==> src/hdl/hsc_pkg.sv <==
// Shared types, codes and constant functions for the Hamming single-error-correcting codec.
package hsc_pkg;

  // Width of a syndrome, and so of an error position; covers code positions 1 to 63.
  localparam int SynW = 6;

  // Width of the data-bit count register.
  localparam int CountW = 6;

  typedef enum logic {
    CMD_ENCODE = 1'b0,
    CMD_DECODE = 1'b1
  } cmd_e;

  // Status that travels with a result code word.
  typedef struct packed {
    logic [SynW-1:0] error_position;
    logic            out_of_range;
  } status_t;

  // Least number of parity bits r with 2^r >= m + r + 1.
  function automatic int parity_count(int m);
    int   r;
    logic found;
    r     = 1;
    found = 1'b0;
    for (int t = 1; t <= SynW + 1; t++) begin
      if (!found && ((1 << t) >= m + t + 1)) begin
        r     = t;
        found = 1'b1;
      end
    end
    return r;
  endfunction

  // One-based code position of data bit j: the j-th position that is not a power of two.
  function automatic int data_pos(int j);
    int count;
    int pos;
    count = 0;
    pos   = 0;
    for (int p = 1; p < (1 << SynW); p++) begin
      if ((p & (p - 1)) != 0) begin
        if (count == j) begin
          pos = p;
        end
        count++;
      end
    end
    return pos;
  endfunction

endpackage

==> src/hdl/hamming_sec_codec.sv <==
// Top level of the shortened Hamming single-error-correcting codec with its handshake registers.
//
//   channel   direction  handshake                   payload
//   input     in         in_valid_i / in_stall_o     cmd_i, data_word_i, code_word_i
//   result    out        out_valid_o / out_stall_i   code_out_o, error_position_o,
//                                                    position_out_of_range_o
//   config    in         data_bits_we_i              data_bits_i
//
// Every transaction passes through the input register and then the result register, with the
// encode or check logic between them (one XOR tree per syndrome bit). A new transaction can be
// accepted in every cycle while the result side is not stalled, so the sustained rate is one
// per cycle. Reset empties both registers and sets the data-bit count to four. A stall on
// the result side holds the result; the input register still takes a transaction as long as
// the result register is free or is being emptied in the same cycle.
module hamming_sec_codec #(
  parameter int MAX_DATA_BITS = 57
) (
  input  logic                                   clk_i,
  input  logic                                   rst_ni,
  input  logic                                   data_bits_we_i,
  input  logic [hsc_pkg::CountW-1:0]             data_bits_i,
  input  logic                                   in_valid_i,
  output logic                                   in_stall_o,
  input  logic                                   cmd_i,
  input  logic [MAX_DATA_BITS-1:0]               data_word_i,
  input  logic [MAX_DATA_BITS +
                hsc_pkg::parity_count(MAX_DATA_BITS) - 1:0] code_word_i,
  output logic                                   out_valid_o,
  input  logic                                   out_stall_i,
  output logic [MAX_DATA_BITS +
                hsc_pkg::parity_count(MAX_DATA_BITS) - 1:0] code_out_o,
  output logic [hsc_pkg::SynW-1:0]               error_position_o,
  output logic                                   position_out_of_range_o
);

  localparam int DataW = MAX_DATA_BITS;
  localparam int CodeW = MAX_DATA_BITS + hsc_pkg::parity_count(MAX_DATA_BITS);
  localparam int ResetM = (MAX_DATA_BITS < 4) ? MAX_DATA_BITS : 4;
  localparam int ResetN = ResetM + hsc_pkg::parity_count(ResetM);

  // The configured count is clamped to 1..MAX_DATA_BITS when written, and the code length
  // is worked out at the same time so that neither sits in the datapath.
  logic [hsc_pkg::CountW-1:0] m_d, m_q;
  logic [hsc_pkg::CountW-1:0] n_d, n_q;

  always_comb begin
    if (data_bits_i == '0) begin
      m_d = hsc_pkg::CountW'(1);
    end else if (int'(data_bits_i) > MAX_DATA_BITS) begin
      m_d = hsc_pkg::CountW'(MAX_DATA_BITS);
    end else begin
      m_d = data_bits_i;
    end
    n_d = hsc_pkg::CountW'(int'(m_d) + hsc_pkg::parity_count(int'(m_d)));
  end

  always_ff @(posedge clk_i or negedge rst_ni) begin
    if (!rst_ni) begin
      m_q <= hsc_pkg::CountW'(ResetM);
      n_q <= hsc_pkg::CountW'(ResetN);
    end else if (data_bits_we_i) begin
      m_q <= m_d;
      n_q <= n_d;
    end
  end

  // Input register.
  logic             s1_valid_q;
  logic             s1_cmd_q;
  logic [DataW-1:0] s1_data_q;
  logic [CodeW-1:0] s1_code_q;
  logic             s1_load;
  logic             out_load;

  // The result register may load when it is empty or its transaction leaves this cycle.
  assign out_load   = !out_valid_o || !out_stall_i;
  assign in_stall_o = s1_valid_q && !out_load;
  assign s1_load    = !in_stall_o;

  always_ff @(posedge clk_i or negedge rst_ni) begin
    if (!rst_ni) begin
      s1_valid_q <= 1'b0;
    end else if (s1_load) begin
      s1_valid_q <= in_valid_i;
    end
  end

  always_ff @(posedge clk_i) begin
    if (s1_load && in_valid_i) begin
      s1_cmd_q  <= cmd_i;
      s1_data_q <= data_word_i;
      s1_code_q <= code_word_i;
    end
  end

  logic [CodeW-1:0] core_code;
  hsc_pkg::status_t core_status;

  hsc_core #(
    .DataW (DataW),
    .CodeW (CodeW)
  ) u_core (
    .cmd_i    (s1_cmd_q),
    .data_i   (s1_data_q),
    .code_i   (s1_code_q),
    .m_i      (m_q),
    .n_i      (n_q),
    .code_o   (core_code),
    .status_o (core_status)
  );

  // Result register.
  logic             out_valid_q;
  logic [CodeW-1:0] out_code_q;
  hsc_pkg::status_t out_status_q;

  always_ff @(posedge clk_i or negedge rst_ni) begin
    if (!rst_ni) begin
      out_valid_q <= 1'b0;
    end else if (out_load) begin
      out_valid_q <= s1_valid_q;
    end
  end

  always_ff @(posedge clk_i) begin
    if (out_load && s1_valid_q) begin
      out_code_q   <= core_code;
      out_status_q <= core_status;
    end
  end

  assign out_valid_o             = out_valid_q;
  assign code_out_o              = out_code_q;
  assign error_position_o        = out_status_q.error_position;
  assign position_out_of_range_o = out_status_q.out_of_range;

  // The input side is only held off while the input register is occupied.
  a_stall_only_when_full : assert property (@(posedge clk_i) disable iff (!rst_ni)
    in_stall_o |-> s1_valid_q)
    else $error("input stalled with an empty input register");

  // A transaction in the input register moves on whenever the result register can load.
  a_stage_advance : assert property (@(posedge clk_i) disable iff (!rst_ni)
    (s1_valid_q && out_load) |=> out_valid_o)
    else $error("transaction lost between input and result registers");

  // An out-of-range flag always comes with a non-zero syndrome.
  a_range_has_syndrome : assert property (@(posedge clk_i) disable iff (!rst_ni)
    (out_valid_o && position_out_of_range_o) |-> (error_position_o != '0))
    else $error("out-of-range flag with a zero syndrome");

endmodule

==> src/hdl/hsc_syndrome.sv <==
// Syndrome generator: XOR of the one-based positions of all set bits of a code word.
module hsc_syndrome #(
  parameter int CodeW = 63
) (
  input  logic [CodeW-1:0]         word_i,
  output logic [hsc_pkg::SynW-1:0] syndrome_o
);

  // Positions whose one-based index has bit b set.
  function automatic logic [CodeW-1:0] col_mask(int b);
    logic [CodeW-1:0] mask;
    mask = '0;
    for (int k = 0; k < CodeW; k++) begin
      mask[k] = (((k + 1) >> b) & 1) != 0;
    end
    return mask;
  endfunction

  always_comb begin
    for (int b = 0; b < hsc_pkg::SynW; b++) begin
      syndrome_o[b] = ^(word_i & col_mask(b));
    end
  end

endmodule

==> src/hdl/hsc_core.sv <==
// Encode and check-and-correct datapath between the input and result registers.
module hsc_core #(
  parameter int DataW = 57,
  parameter int CodeW = 63
) (
  input  logic                       cmd_i,
  input  logic [DataW-1:0]           data_i,
  input  logic [CodeW-1:0]           code_i,
  input  logic [hsc_pkg::CountW-1:0] m_i,
  input  logic [hsc_pkg::CountW-1:0] n_i,
  output logic [CodeW-1:0]           code_o,
  output hsc_pkg::status_t           status_o
);

  logic [CodeW-1:0]         code_mask;
  logic [CodeW-1:0]         scattered;
  logic [CodeW-1:0]         syn_word;
  logic [CodeW-1:0]         encoded;
  logic [CodeW-1:0]         flip;
  logic [hsc_pkg::SynW-1:0] syndrome;
  logic                     decode;
  logic                     beyond;

  assign decode = (cmd_i == hsc_pkg::CMD_DECODE);

  always_comb begin
    for (int k = 0; k < CodeW; k++) begin
      code_mask[k] = (k < int'(n_i));
    end
  end

  // Data bits go to fixed positions; only the configured count is kept.
  always_comb begin
    scattered = '0;
    for (int j = 0; j < DataW; j++) begin
      scattered[hsc_pkg::data_pos(j) - 1] = data_i[j] & (j < int'(m_i));
    end
  end

  // One syndrome unit serves both commands.
  assign syn_word = decode ? (code_i & code_mask) : scattered;

  hsc_syndrome #(
    .CodeW (CodeW)
  ) u_syndrome (
    .word_i     (syn_word),
    .syndrome_o (syndrome)
  );

  // Parity at position 2^i takes syndrome bit i, which makes the word's syndrome zero.
  always_comb begin
    encoded = scattered;
    for (int i = 0; i < hsc_pkg::SynW; i++) begin
      if ((1 << i) <= CodeW) begin
        encoded[(1 << i) - 1] = syndrome[i];
      end
    end
  end

  assign beyond = (syndrome > n_i);

  always_comb begin
    for (int k = 0; k < CodeW; k++) begin
      flip[k] = !beyond && (int'(syndrome) == k + 1);
    end
  end

  always_comb begin
    if (decode) begin
      code_o                  = (syn_word ^ flip) & code_mask;
      status_o.error_position = syndrome;
      status_o.out_of_range   = beyond;
    end else begin
      code_o                  = encoded & code_mask;
      status_o.error_position = '0;
      status_o.out_of_range   = 1'b0;
    end
  end

endmodule

==> config.mk <==
export PLATFORM = sky130hd
export DESIGN_NAME = hamming_sec_codec
export DESIGN_NICKNAME = d
export VERILOG_FILES = /design/src/hdl/hsc_pkg.sv /design/src/hdl/hamming_sec_codec.sv /design/src/hdl/hsc_syndrome.sv /design/src/hdl/hsc_core.sv
export SDC_FILE = /design/constraint.sdc
export NUM_CORES = 1
export LEC_CHECK = 0
export BUFFER_PORTS_ARGS = -buffer_cell sky130_fd_sc_hd__buf_2
export CAP_MARGIN = 20
export CORE_ASPECT_RATIO = 1.75
export CORE_MARGIN = 2
export CORE_UTILIZATION = 50
export CTS_BUF_LIST = sky130_fd_sc_hd__clkbuf_4 sky130_fd_sc_hd__clkbuf_8
export CTS_CLUSTER_DIAMETER = 60
export DETAILED_ROUTE_END_ITERATION = 16
export GPL_TIMING_DRIVEN = 1
export PLACE_DENSITY_LB_ADDON = 0.25
export SETUP_SLACK_MARGIN = 0.5
export SLEW_MARGIN = 10
export SYNTH_ARGS = -nofsm -noshare
export SYNTH_HDL_FRONTEND = slang
export SYNTH_HIERARCHICAL = 1
export SYNTH_SLANG_ARGS = --single-unit
==> constraint.sdc <==
create_clock -name clk_i -period 9.9 [get_ports clk_i]
set_input_delay 0.99 -clock clk_i [delete_from_list [all_inputs] [get_ports clk_i]]
set_output_delay 0.99 -clock clk_i [all_outputs]
set_load 0.005 [all_outputs]
After elaboration in Yosys (flattened, before gate mapping)
Index checks and enable logic that the tools add are counted.
Storage, ports and cells
  flip-flop bits (word level): 205
  bits in latches: 0
  RAM bits: 0
  bits in read-only memories: 0
  logic and storage cells: 385
  memories: 0
Cells by class
  add/subtract/negate cells: 15
  multiply operators: 0
  div/mod/pow operators: 0
  magnitude comparators: 129
  equal/unequal tests: 63
  shift-type cells: 0
  muxes and demuxes: 16
  bitwise operators: 61
  reduce and logical (&&, ||, !) cells: 91
Operator list (count)
  63-bit XOR reduction: 6
  6-bit < comparator, first input constant: 56
  6-bit == test, second input constant: 32
  5-bit by 6-bit < comparator with 1-bit output, first input constant: 32
  63-bit bitwise AND: 3
  63-bit 2-to-1 mux: 2
  6-bit by 5-bit == test with 1-bit output, second input constant: 16
  4-bit by 6-bit < comparator with 1-bit output, first input constant: 16
  1-bit logical AND: 72
  63-bit XOR: 1
  1-bit bitwise AND: 57
  7-bit by 1-bit adder with 8-bit output, second input constant: 7
  6-bit by 4-bit == test with 1-bit output, second input constant: 8
  3-bit by 6-bit < comparator with 1-bit output, first input constant: 8
  6-bit 2-to-1 mux: 7
  6-bit by 3-bit adder with 7-bit output, second input constant: 4
  6-bit by 3-bit == test with 1-bit output, second input constant: 4
  1-bit by 6-bit < comparator with 1-bit output, first input constant: 4
  2-bit by 6-bit < comparator with 1-bit output, first input constant: 4
  6-bit by 2-bit adder with 7-bit output, second input constant: 2
  6-bit by 2-bit == test with 1-bit output, second input constant: 2
  1-bit zero test: 11
  2-bit by 8-bit >= comparator with 1-bit output, first input constant: 1
  3-bit by 8-bit >= comparator with 1-bit output, first input constant: 1
  14 further kinds: 19

Depth between registers and ports, before layout
Gate-level depths: netlist of run 1.
  depth after elaboration: 26
  depth in mapped cells: 22

Modules after synthesis
The synthesis of run 1 kept the hierarchy.
Modules (own cells, without submodules)
  hamming_sec_codec: instances 1, cells an instance 327, area an instance 6985.4 um2, sequential area each 6090.8 um2
  hsc_core: instances 1, cells an instance 700, area an instance 3661.0 um2, sequential area each 0.0 um2
  hsc_syndrome: instances 1, cells an instance 108, area an instance 1051.0 um2, sequential area each 0.0 um2

Least setup slack after synthesis of run 1
Ideal clock, no wire load.
  kind: input to register
  start: in out_stall_i
  end: reg out_code_q[0], in the netlist code_out_o[0] (enable)
  setup time: 0.605 ns
  arrival: 6.060 ns
  path slack: 3.235 ns
  stages on the path: 1
  path through: a21boi_0
Between the ends
  longest elaborated chain between the ends: 3
RTL lines
  start: declaration: RTL line hamming_sec_codec.sv:29  | input logic out_stall_i,
  1-bit zero test: RTL line hamming_sec_codec.sv:76  | assign out_load = !out_valid_o || !out_stall_i;
  1-bit logical OR: RTL line hamming_sec_codec.sv:76
  1-bit logical AND: RTL line hamming_sec_codec.sv:126  | if (out_load && s1_valid_q) begin
  end signal: assignment: RTL line hamming_sec_codec.sv:127  | out_code_q <= core_code;
  end: declaration: RTL line hamming_sec_codec.sv:114  | logic [CodeW-1:0] out_code_q;
No other way between the ends.
A chain may end at the register's enable or synchronous reset.

Worst setup path after layout of run 1
  start: reg n_q[5] (netlist name)
  end: reg out_code_q[51], in the netlist code_out_o[51] (data pin)
Between the ends
  longest elaborated chain between the ends: 10
  elaborated cells on any way between the ends: 79
  those cells by class: order compare: 64; eq/ne: 1; mux: 2; bitwise: 4; reduce/logical: 8
RTL lines
  start: declaration: RTL line hamming_sec_codec.sv:44  | logic [hsc_pkg::CountW-1:0] n_d, n_q;
  start signal: assignment: RTL line hamming_sec_codec.sv:60  | n_q <= hsc_pkg::CountW'(ResetN);
  start signal: assignment: RTL line hamming_sec_codec.sv:63  | n_q <= n_d;
  6-bit < comparator (*): RTL line hsc_core.sv:28  | code_mask[k] = (k < int'(n_i));
  63-bit bitwise AND (*): RTL line hsc_core.sv:41  | assign syn_word = decode ? (code_i & code_mask) : scattered;
  63-bit 2-to-1 mux (*): RTL line hsc_core.sv:41
  net u_core.syn_word[53]: RTL line hsc_core.sv:17  | logic [CodeW-1:0] syn_word;
  63-bit XOR reduction (*): RTL line hsc_syndrome.sv:21  | syndrome_o[b] = ^(word_i & col_mask(b));
  net u_core.syndrome, one bit: RTL line hsc_core.sv:20  | logic [hsc_pkg::SynW-1:0] syndrome;
  6-bit > comparator: RTL line hsc_core.sv:60  | assign beyond = (syndrome > n_i);
  1-bit zero test: RTL line hsc_core.sv:64  | flip[k] = !beyond && (int'(syndrome) == k + 1);
  1-bit logical AND (*): RTL line hsc_core.sv:64
  63-bit XOR (*): RTL line hsc_core.sv:70  | code_o = (syn_word ^ flip) & code_mask;
  63-bit bitwise AND (*): RTL line hsc_core.sv:70
  63-bit 2-to-1 mux (*): RTL line hsc_core.sv:69  | if (decode) begin
  net core_code[51]: RTL line hamming_sec_codec.sv:96  | logic [CodeW-1:0] core_code;
Mark *: on every way through the listed nets, which the timed path passes. The rest lies on a longest branch.

==> flow_summary.json, run 1 <==
{
  "status": "complete, no violations",
  "yosysMostFrequentCell": "edfxtp_1",
  "cts.path.max_buffers": 3,
  "dr.pass1.iters": 6,
  "routed_wl_um": 40400,
  "clk_pin_slew_ns": 0.07,
  "synth_top_cell_area_share_pct": 49.0,
  "post-cts-setup-buffers": 0,
  "synth_common_cells": "edfxtp_1, nand2_1, xnor2_1, o21ai_0, nor2_1",
  "maxClockFrequency_ghz": 0.149,
  "critical_path_class": "flop to flop",
  "rows": 74,
  "reg2reg_to": "code_out_o[51]",
  "grt_pass1_wl_um": 58300,
  "coreArea_mm2": 0.0231,
  "final_net_count": 1472,
  "p_total_mw": 5.07,
  "p_per_area_mw_per_mm2": 373,
  "synth_warnings": 6,
  "drv_slew": 0,
  "synth.avg_cell_area_um2": 10.3,
  "max_slew_margin_pct": 31.1,
  "worst_setup_path_start_kind": "flop",
  "tritoncts": "done",
  "endpoint": "code_out_o[51]",
  "fin_util_pct": 58.8,
  "ys.flop_type": "edfxtp_1",
  "cts_sinks": 205,
  "grt_start_max_net_pins": 75,
  "grtUsageTotal_pct": 32.3,
  "die_w_um": 120,
  "hold_viol": 0,
  "start_util_pct": 50.5,
  "hold_path_class": "primary input to asynchronous set/reset pin",
  "hold_buffers": 0,
  "fp.dieH_um": 206,
  "regToRegSetupSlack_ns": 3.18,
  "synth.net_count": 1285,
  "critPathTopFamily": "compound AO/OA/AOI/OAI gates",
  "netlist_area_mm2": 0.0117,
  "insertion_delay_ns": 0.58,
  "drtIter0Drc": 1099,
  "cp-end-kind": "flop",
  "gp_congestion": 0.981,
  "design.die.area_mm2": 0.0247,
  "cts_resized": 0,
  "drive_gt1_share_pct": 21.9,
  "crit_cells": 17,
  "arrival_ns": 7.08,
  "worstRegToRegCells": 17,
  "period_share_pct": 67.9,
  "fill_cells": 2091,
  "crit_path_top_delay_cell": "nor2_1",
  "antenna_found_initial": 0,
  "vdd.ir_drop.worst_mv": 0.485,
  "yosys_register_bits": 205,
  "syn_to_final_growth_pct": 16.3,
  "synth.area.top_cells": "edfxtp_1, xnor2_1, nand2_1",
  "ys_types": 67,
  "crit_chain": "clkinv_1, nor2_1, o21ai_0, o21ai_0, xor2_1, xnor2_1, xnor2_1, xnor3_1, xnor2_1, ha_1, nand4_1, o21bai_2, a31oi_2, buf_4, o21a_1, o21ai_0, a211oi_1",
  "synth_cells": 1135,
  "num_vias": 10100,
  "via_per_inst": 6.12,
  "root_buffer": "clkbuf_8",
  "wl_per_cell_um": 24.5,
  "async_flop_share_pct": 6.83,
  "grt_pass1_vias": 9722,
  "rsz0062_at_grt": "false",
  "worstPathRequired_ns": 10.26,
  "cpPeakStageDelay_ns": 0.89,
  "tns_ns": 0,
  "drc": 0,
  "r2r-start": "n_q[5]",
  "setup_viol": 0,
  "antenna_cells": 0,
  "cp_max_fo": 31,
  "p_leak_nw": 5.07,
  "synth_edf_count": 191,
  "final_antenna_net_count": 0,
  "crit_path_start": "n_q[5]",
  "stdcell_count": 1646,
  "h-tree-depth": 1,
  "finClkSkew_ns": 0.0146,
  "dp.cells": 1594,
  "ios": 204,
  "post-route-min-period_ns": 6.72,
  "io_buffers": 203,
  "path_buf_inv": 2,
  "cts_buffers": 30,
  "cap_violations": 0,
  "synth_area_leader_cell": "edfxtp_1",
  "overflow": 0,
  "dpl.hpwl_um": 31000,
  "tightest_slew_ns": 1.03,
  "seq_area_frac_synth_pct": 52.1
}
[through the flow]
stage          worst slack [ns]  area [um2]  hold slack, ns
4_1_cts                    3.29       13600           0.305
3_3_place_gp               3.41       13000           0.470
6_report                   3.18       13600           0.326
5_1_grt                    2.99       13600           0.328
3_5_place_dp               3.31       13000           0.476
2_1_floorplan              3.24       11700           0.443
[worst register-to-register path: cells and delay by family, from the launching register on]
| kind | cells | cell delay [ns] |
|---|---|---|
| compound gates | 7 | 2.34 |
| xor+xnor | 5 | 1.83 |
| simple gates | 2 | 1.09 |
| buf+inv | 2 | 0.66 |
| flops | 1 | 0.35 |
| fa+ha+maj | 1 | 0.23 |
[worst min path at each step]
stage / endpoint / slack [ns] / cells after the start
2_1_floorplan: out_valid_o / 0.44 / 1
3_3_place_gp: out_valid_o / 0.47 / 1
3_5_place_dp: out_valid_o / 0.48 / 1
4_1_cts: m_q[0] / 0.30 / 1
5_1_grt: s1_valid_q / 0.33 / 1
6_report: n_q[5] / 0.33 / 1
[cells in the final DEF (no fill, tap or decap), drive strengths merged, types with 4 or more instances in the layout]
cell    instances
o211ai         17
xor2           20
o21ai         122
nor3           65
nand3          52
dfrtp          10
a21boi          8
clkbuf         35
a21o           12
and3            4
o311ai          6
a31oi          11
xnor2          96
and2           10
edfxtp        191
xnor3           6
bufinv          4
nand2b         10
nor2           71
buf           216
nand4           4
inv            13
clkinv         16
ha             17
a211oi         11
mux2            9
nor2b          10
dfstp           4
o21a           55
a21oi          65
nand2         128
[metal layers]
layer	part of all wire, %	global-route usage (%)	vias to the layer above
li1	-	-	4542
met1	34	35.3	4848
met2	52	58.5	555
met3	6.3	3.37	136
met4	7.5	21.7	0
met5	0	0	-
[registers in the layout (all words and copies together), names as in the netlist]
signal	flops
s1_code_q	63
s1_cmd_q	1
n_q	6
position_out_of_range_o	1
s1_valid_q	1
m_q	6
code_out_o	63
s1_data_q	57
error_position_o	6
out_valid_o	1
[power by group]
group	total (mW)	leakage [nW]	switching, mW	internal [mW]
logic	3.15	2.73	2.25	0.895
clock network	0.738	0.332	0.329	0.409
registers	1.19	2.01	0.0758	1.11
[kinds of logic (layout without fill, tap and decap cells)]
| family | Yosys count | in the layout | synth area share (%) |
|---|---|---|---|
| AO/OA/AOI/OAI | 329 | 329 | 17.5 |
| XOR/XNOR | 122 | 122 | 10.0 |
| adder cells (fa/ha/maj) | 18 | 18 | 1.99 |
| buffers and inverters | 77 | 284 | 2.70 |
| flip-flops | 205 | 205 | 52.1 |
| multiplexers | 11 | 11 | 1.04 |
| AND/OR/NAND/NOR | 373 | 373 | 14.7 |
[layout make-up]
class / instances / area (um2) / area share, %
well taps: 304 / 380 / 2.80
clock inverters: 17 / 176 / 1.30
flip-flops and latches: 205 / 6090 / 44.8
clock buffers: 35 / 457 / 3.36
multi-input cells: 853 / 5320 / 39.1
inverters: 16 / 60.1 / 0.442
repair buffers: 216 / 1110 / 8.19
Power figures use the tool's default switching activity.
==> inputs of run 2 (changes only) <==
==> constraint.sdc (replaced) <==
create_clock -name clk_i -period 5.96 [get_ports clk_i]
set_input_delay 0.596 -clock clk_i [delete_from_list [all_inputs] [get_ports clk_i]]
set_output_delay 0.596 -clock clk_i [all_outputs]
set_load 0.005 [all_outputs]
==> run 2 against run 1 <==
Clock power up 65%. Combinational power rose by 94%. Power increased by 83%. Setup slack worse by 2.5 ns. First-iteration DRC count is 11% lower. Design area rose by 3.4%. Worst hold slack worse by 0.15 ns. Critical endpoint unchanged.
==> flow_summary.json, run 2 (synthesized netlist as in run 1, its figures left out) <==
{
  "wl_per_cell_um": 23.8,
  "ff_latch_area_mm2": 0.00609,
  "clk_pin_slew_ns": 0.07,
  "rsz0062_at_grt": "false",
  "finClkSkew_ns": 0.0285,
  "fp.dieH_um": 206,
  "grt_start_max_net_pins": 73,
  "cts.path.max_buffers": 3,
  "design.die.area_mm2": 0.0247,
  "critical_path_class": "flop to flop",
  "tightest_slew_ns": 1.05,
  "final_net_count": 1524,
  "crit_path_top_delay_cell": "o311ai_0",
  "worstPathRequired_ns": 6.37,
  "p_leak_nw": 5.36,
  "root_buffer": "clkbuf_8",
  "cp-end-kind": "flop",
  "p_per_area_mw_per_mm2": 661,
  "num_vias": 10200,
  "setup_slack_ns": 0.722,
  "insertion_delay_ns": 0.60,
  "start_util_pct": 50.5,
  "drtIter0Drc": 982,
  "gp_congestion": 1.00,
  "vdd.ir_drop.worst_mv": 0.650,
  "drive_gt1_share_pct": 25.8,
  "hold_path_class": "primary input to flop",
  "min_from": "code_word_i[47]",
  "multi_input_area_mm2": 0.00535,
  "reg2reg_to": "code_out_o[51]",
  "r2r-start": "m_q[0]",
  "layout.cells.most_common": "buf_2",
  "dpl.hpwl_um": 31300,
  "crit_cells": 17,
  "tritoncts": "done",
  "max_slew_margin_pct": 29.9,
  "rows": 74,
  "antenna_cells": 0,
  "via_per_inst": 6.01,
  "ios": 204,
  "worst_setup_path_start_kind": "flop",
  "cpPeakStageDelay_ns": 0.64,
  "crit_chain": "nor2_1, nor2_1, o311ai_0, o21ai_1, xor2_1, xnor2_1, xnor2_1, xnor3_1, xnor2_1, ha_1, nor2b_1, o21bai_2, a31oi_2, buf_4, nor3_1, o21ai_0, a211oi_1",
  "drc": 0,
  "io_buffers": 203,
  "tns_ns": 0,
  "die_w_um": 120,
  "drv_slew": 0,
  "cts_buffers": 30,
  "pre_cts_slack_ns": 0.569,
  "min_path_cells": 1,
  "worstRegToRegCells": 17,
  "hold_viol": 0,
  "cts_sinks": 205,
  "routed_wl_um": 40500,
  "p_total_mw": 9.30,
  "antenna_found_initial": 0,
  "path_buf_inv": 1,
  "final_antenna_net_count": 0,
  "regToRegSetupSlack_ns": 0.72,
  "cp_max_fo": 21,
  "h-tree-depth": 1,
  "critPathTopFamily": "compound AO/OA/AOI/OAI gates",
  "cap_violations": 0,
  "coreArea_mm2": 0.0231,
  "setup_viol": 0,
  "post-cts-setup-buffers": 0,
  "period_share_pct": 87.9,
  "grt_pass1_vias": 9930,
  "fill_cells": 2019,
  "status": "complete, no violations",
  "worst_path_most_repeated_cell": "xnor2_1",
  "grtUsageTotal_pct": 32.3,
  "arrival_ns": 5.65,
  "overflow": 0,
  "post-route-min-period_ns": 5.24,
  "layout_common_cells": "buf_2, edfxtp_1, nand2_1",
  "hold_path_end": "s1_code_q[47]",
  "syn_to_final_growth_pct": 20.2,
  "dr.pass1.iters": 6,
  "maxClockFrequency_ghz": 0.191,
  "grt_pass1_wl_um": 58400
}
run 2: final cells by class:
type	count	area share (%)
timing repair buffer	268	10.9
sequential	205	43.3
tap	304	2.71
clock buffer	43	3.76
clock inverter	12	0.810
inverter	16	0.454
multi-input combinational	853	38.0
run 2: routing by layer:
metal,vias to the layer above,wire [um],GRT usage [%],share of wire (%)
met5,-,0,0,0
met4,0,3130,22.1,7.7
met3,155,2430,3.78,6.0
met2,541,20700,58.0,51
met1,4872,14200,35.4,35
li1,4647,-,-,-
run 2: worst max path at each step:
| stage | from | to |
|---|---|---|
| after CTS | n_q[1] | code_out_o[2] |
| final | m_q[0] | code_out_o[51] |
| after detailed placement | n_q[1] | code_out_o[9] |
| after floorplan | m_q[4] | code_out_o[7] |
| after global routing | m_q[3] | code_out_o[51] |
| after global placement | n_q[1] | code_out_o[2] |
run 2: repair_timing:
item                                    4_1_cts  5_1_grt
endpoints found under the setup margin        0       60
hold buffers                                  1        0
gates resized for setup                       0       15
endpoints found under the hold margin        10        0
run 2: metrics by stage:
| step | instances | utilization (%) | cell area, um2 | hold WS, ns |
|---|---|---|---|---|
| after floorplan | 1135 | - | 11700 | 0.300 |
| after global placement | 1645 | 57.8 | 13400 | 0.464 |
| after detailed placement | 1645 | 57.8 | 13400 | 0.475 |
| after CTS | 1701 | 60.6 | 14000 | 0.151 |
| after global routing | 1701 | 60.7 | 14100 | 0.161 |
| final | 1701 | 60.7 | 14100 | 0.176 |
run 2: report_power, final:
| group | leakage (nW) | switching (mW) | internal, mW |
|---|---|---|---|
| sequential | 2.01 | 0.113 | 1.85 |
| combinational | 3.00 | 4.05 | 2.07 |
| clock | 0.344 | 0.557 | 0.660 |
| total | 5.36 | 4.72 | 4.58 |
==> inputs of run 3 (changes only) <==
--- a/config.mk
+++ b/config.mk
@@ -5,6 +5,7 @@
 export SDC_FILE = /design/constraint.sdc
 export NUM_CORES = 1
 export LEC_CHECK = 0
+export ABC_AREA = 1
 export BUFFER_PORTS_ARGS = -buffer_cell sky130_fd_sc_hd__buf_2
 export CAP_MARGIN = 20
 export CORE_ASPECT_RATIO = 1.75
==> run 3 against run 2 <==
First-iteration DRC count up 34%. Sequential share of layout area down 6.9 points. Sequential power down 4%. Power down 32%. Critical path depth up 9. Area after synthesis up 24%. Worst hold slack better by 0.034 ns. Global-route usage up 0.89 points. Critical path type unchanged. Largest cell class is now multi-input combinational cells.
==> flow_summary.json, run 3 <==
{
  "gp_congestion": 1.05,
  "root_buffer": "clkbuf_8",
  "finClkSkew_ns": 0.0353,
  "synth.area.top_cells": "edfxtp_1, nand2_1, inv_1",
  "synth_cells": 2054,
  "synth_warnings": 6,
  "synth.net_count": 2204,
  "hold_viol": 0,
  "dpl.hpwl_um": 40600,
  "io_buffers": 203,
  "grt_start_max_net_pins": 138,
  "drtIter0Drc": 1318,
  "h-tree-depth": 2,
  "design.die.area_mm2": 0.0305,
  "clk_pin_slew_ns": 0.07,
  "final_antenna_net_count": 0,
  "synth_area_leader_cell": "edfxtp_1",
  "grt_pass1_vias": 13800,
  "grt_pass1_wl_um": 76100,
  "min_from": "code_word_i[40]",
  "start_util_pct": 50.7,
  "coreArea_mm2": 0.0286,
  "overflow": 0,
  "hold_path_class": "primary input to flop",
  "final_net_count": 2411,
  "dp.cells": 2598,
  "netlist_area_mm2": 0.0145,
  "fp.dieH_um": 229,
  "routed_wl_um": 51500,
  "num_vias": 14400,
  "setup_viol": 0,
  "ios": 204,
  "layout.cells.most_common": "nand2_1",
  "rows": 82,
  "ys_types": 44,
  "worst_setup_path_start_kind": "flop",
  "design_area_mm2": 0.0167,
  "synth_top_cell_area_share_pct": 39.5,
  "yosys_register_bits": 205,
  "insertion_delay_ns": 0.56,
  "drive_gt1_share_pct": 15.9,
  "period_share_pct": 87.5,
  "post-route-min-period_ns": 5.22,
  "reg2reg_to": "code_out_o[39]",
  "r2r-start": "n_q[1]",
  "tritoncts": "done",
  "cts_sinks": 205,
  "cp_max_fo": 11,
  "min_path_cells": 1,
  "cts.path.max_buffers": 3,
  "max_slew_margin_pct": 26.8,
  "arrival_ns": 5.49,
  "synth.avg_cell_area_um2": 7.06,
  "p_per_area_mw_per_mm2": 381,
  "drv_slew": 0,
  "critical_path_class": "flop to flop",
  "crit_path_start": "n_q[1]",
  "yosysMostFrequentCell": "nand2_1",
  "synth_common_cells": "nand2_1, inv_1, nand3_1, edfxtp_1, nor2_1",
  "fill_cells": 2748,
  "seq_area_frac_synth_pct": 42.0,
  "regToRegSetupSlack_ns": 0.74,
  "cts_buffers": 34,
  "dpl_cell_area_mm2": 0.0159,
  "drc": 0,
  "vdd.ir_drop.worst_mv": 0.331,
  "syn_to_final_growth_pct": 15.3,
  "rsz0062_at_grt": "false",
  "cap_violations": 0,
  "die_w_um": 133,
  "p_total_mw": 6.37,
  "dr.pass1.iters": 6,
  "hold_path_end": "s1_code_q[40]",
  "status": "complete, no violations",
  "synth_edf_count": 191,
  "antenna_found_initial": 4,
  "tightest_slew_ns": 1.10,
  "worstRegToRegCells": 26,
  "cp-end-kind": "flop",
  "via_per_inst": 5.42,
  "p_leak_nw": 8.31,
  "async_flop_share_pct": 6.83,
  "stdcell_count": 2663,
  "worstPathRequired_ns": 6.23,
  "layout_common_cells": "nand2_1, inv_1, buf_2",
  "maxClockFrequency_ghz": 0.192,
  "ys.flop_type": "edfxtp_1",
  "wl_per_cell_um": 19.3,
  "grtUsageTotal_pct": 33.2,
  "tns_ns": 0
}
[run 3: per-layer routing]
layer  GRT usage [%]  routed length, um  up-vias
met1            36.4              17900     6594
li1                -                  -     6955
met2            59.4              26200      689
met5               0                 13        -
met4            21.0               3740        2
met3            4.83               3640      183
[run 3: final cells by class]
| type | count | area (um2) | area share [%] |
|---|---|---|---|
| Antenna cell | 2 | 5.00 | 0.0299 |
| Clock buffer | 43 | 542 | 3.24 |
| Timing Repair Buffer | 233 | 1290 | 7.70 |
| Inverter | 279 | 1050 | 6.27 |
| Clock inverter | 15 | 110 | 0.658 |
| Multi-Input combinational cell | 1508 | 7170 | 42.8 |
| Sequential cell | 205 | 6100 | 36.4 |
| Tap cell | 378 | 473 | 2.83 |
[run 3: report_power, final]
part	leakage, nW	internal, mW	switching [mW]
Sequential	2.01	1.79	0.0955
Clock	0.340	0.646	0.593
Combinational	5.96	0.932	2.31
[run 3: worst max path at each step]
stage                      to  slack, ns  cells after the start
6_report       code_out_o[39]       0.74                     26
5_1_grt        code_out_o[30]       0.49                     34
4_1_cts        code_out_o[23]       0.53                     28
3_5_place_dp   code_out_o[23]       0.45                     31
3_3_place_gp   code_out_o[23]       0.47                     27
2_1_floorplan   code_out_o[0]       1.52                      1
[run 3: repair_timing]
action | in CTS | in global routing
cloned | 0 | 1
setup endpoints to repair | 14 | 64
buffers inserted | 0 | 3
pin swaps | 0 | 2
hold endpoints to repair | 10 | 0
hold buffers | 1 | 0
resized for setup | 2 | 29
[run 3: cell families after synthesis]
group	after synthesis	synth area share (%)
flip-flops	205	42.0
XOR/XNOR	92	5.66
AND/OR/NAND/NOR	1225	34.9
AO/OA/AOI/OAI	172	6.40
adder cells (fa/ha/maj)	18	1.60
buffers and inverters	342	9.43
[run 3: worst max-delay path: stages, from the launching register on]
cell,delay [ns]
dfstp_2,0.68
clkinv_1,0.48
nand3_1,0.25
nand2_1,0.07
inv_1,0.08
nand3_1,0.10
o21ai_0,0.42
xnor2_1,0.26
xnor2_1,0.25
nand2_1,0.08
nand2_1,0.07
nand2_1,0.05
nand2_1,0.14
inv_1,0.06
nand2_1,0.06
nand2_1,0.14
buf_4,0.19
inv_1,0.10
nand2_1,0.13
nor2_1,0.37
inv_1,0.25
nor2_1,0.13
nand2_1,0.08
nand2_1,0.07
nand2_1,0.04
o21bai_1,0.32
inv_1,0.07
[run 3: metrics by stage]
step,hold slack (ns),utilization [%],setup slack [ns]
floorplan,0.300,-,1.52
global placement,0.474,55.6,0.471
detailed placement,0.490,55.6,0.452
CTS,0.186,58.0,0.525
global route,0.194,58.4,0.487
finish,0.210,58.4,0.742
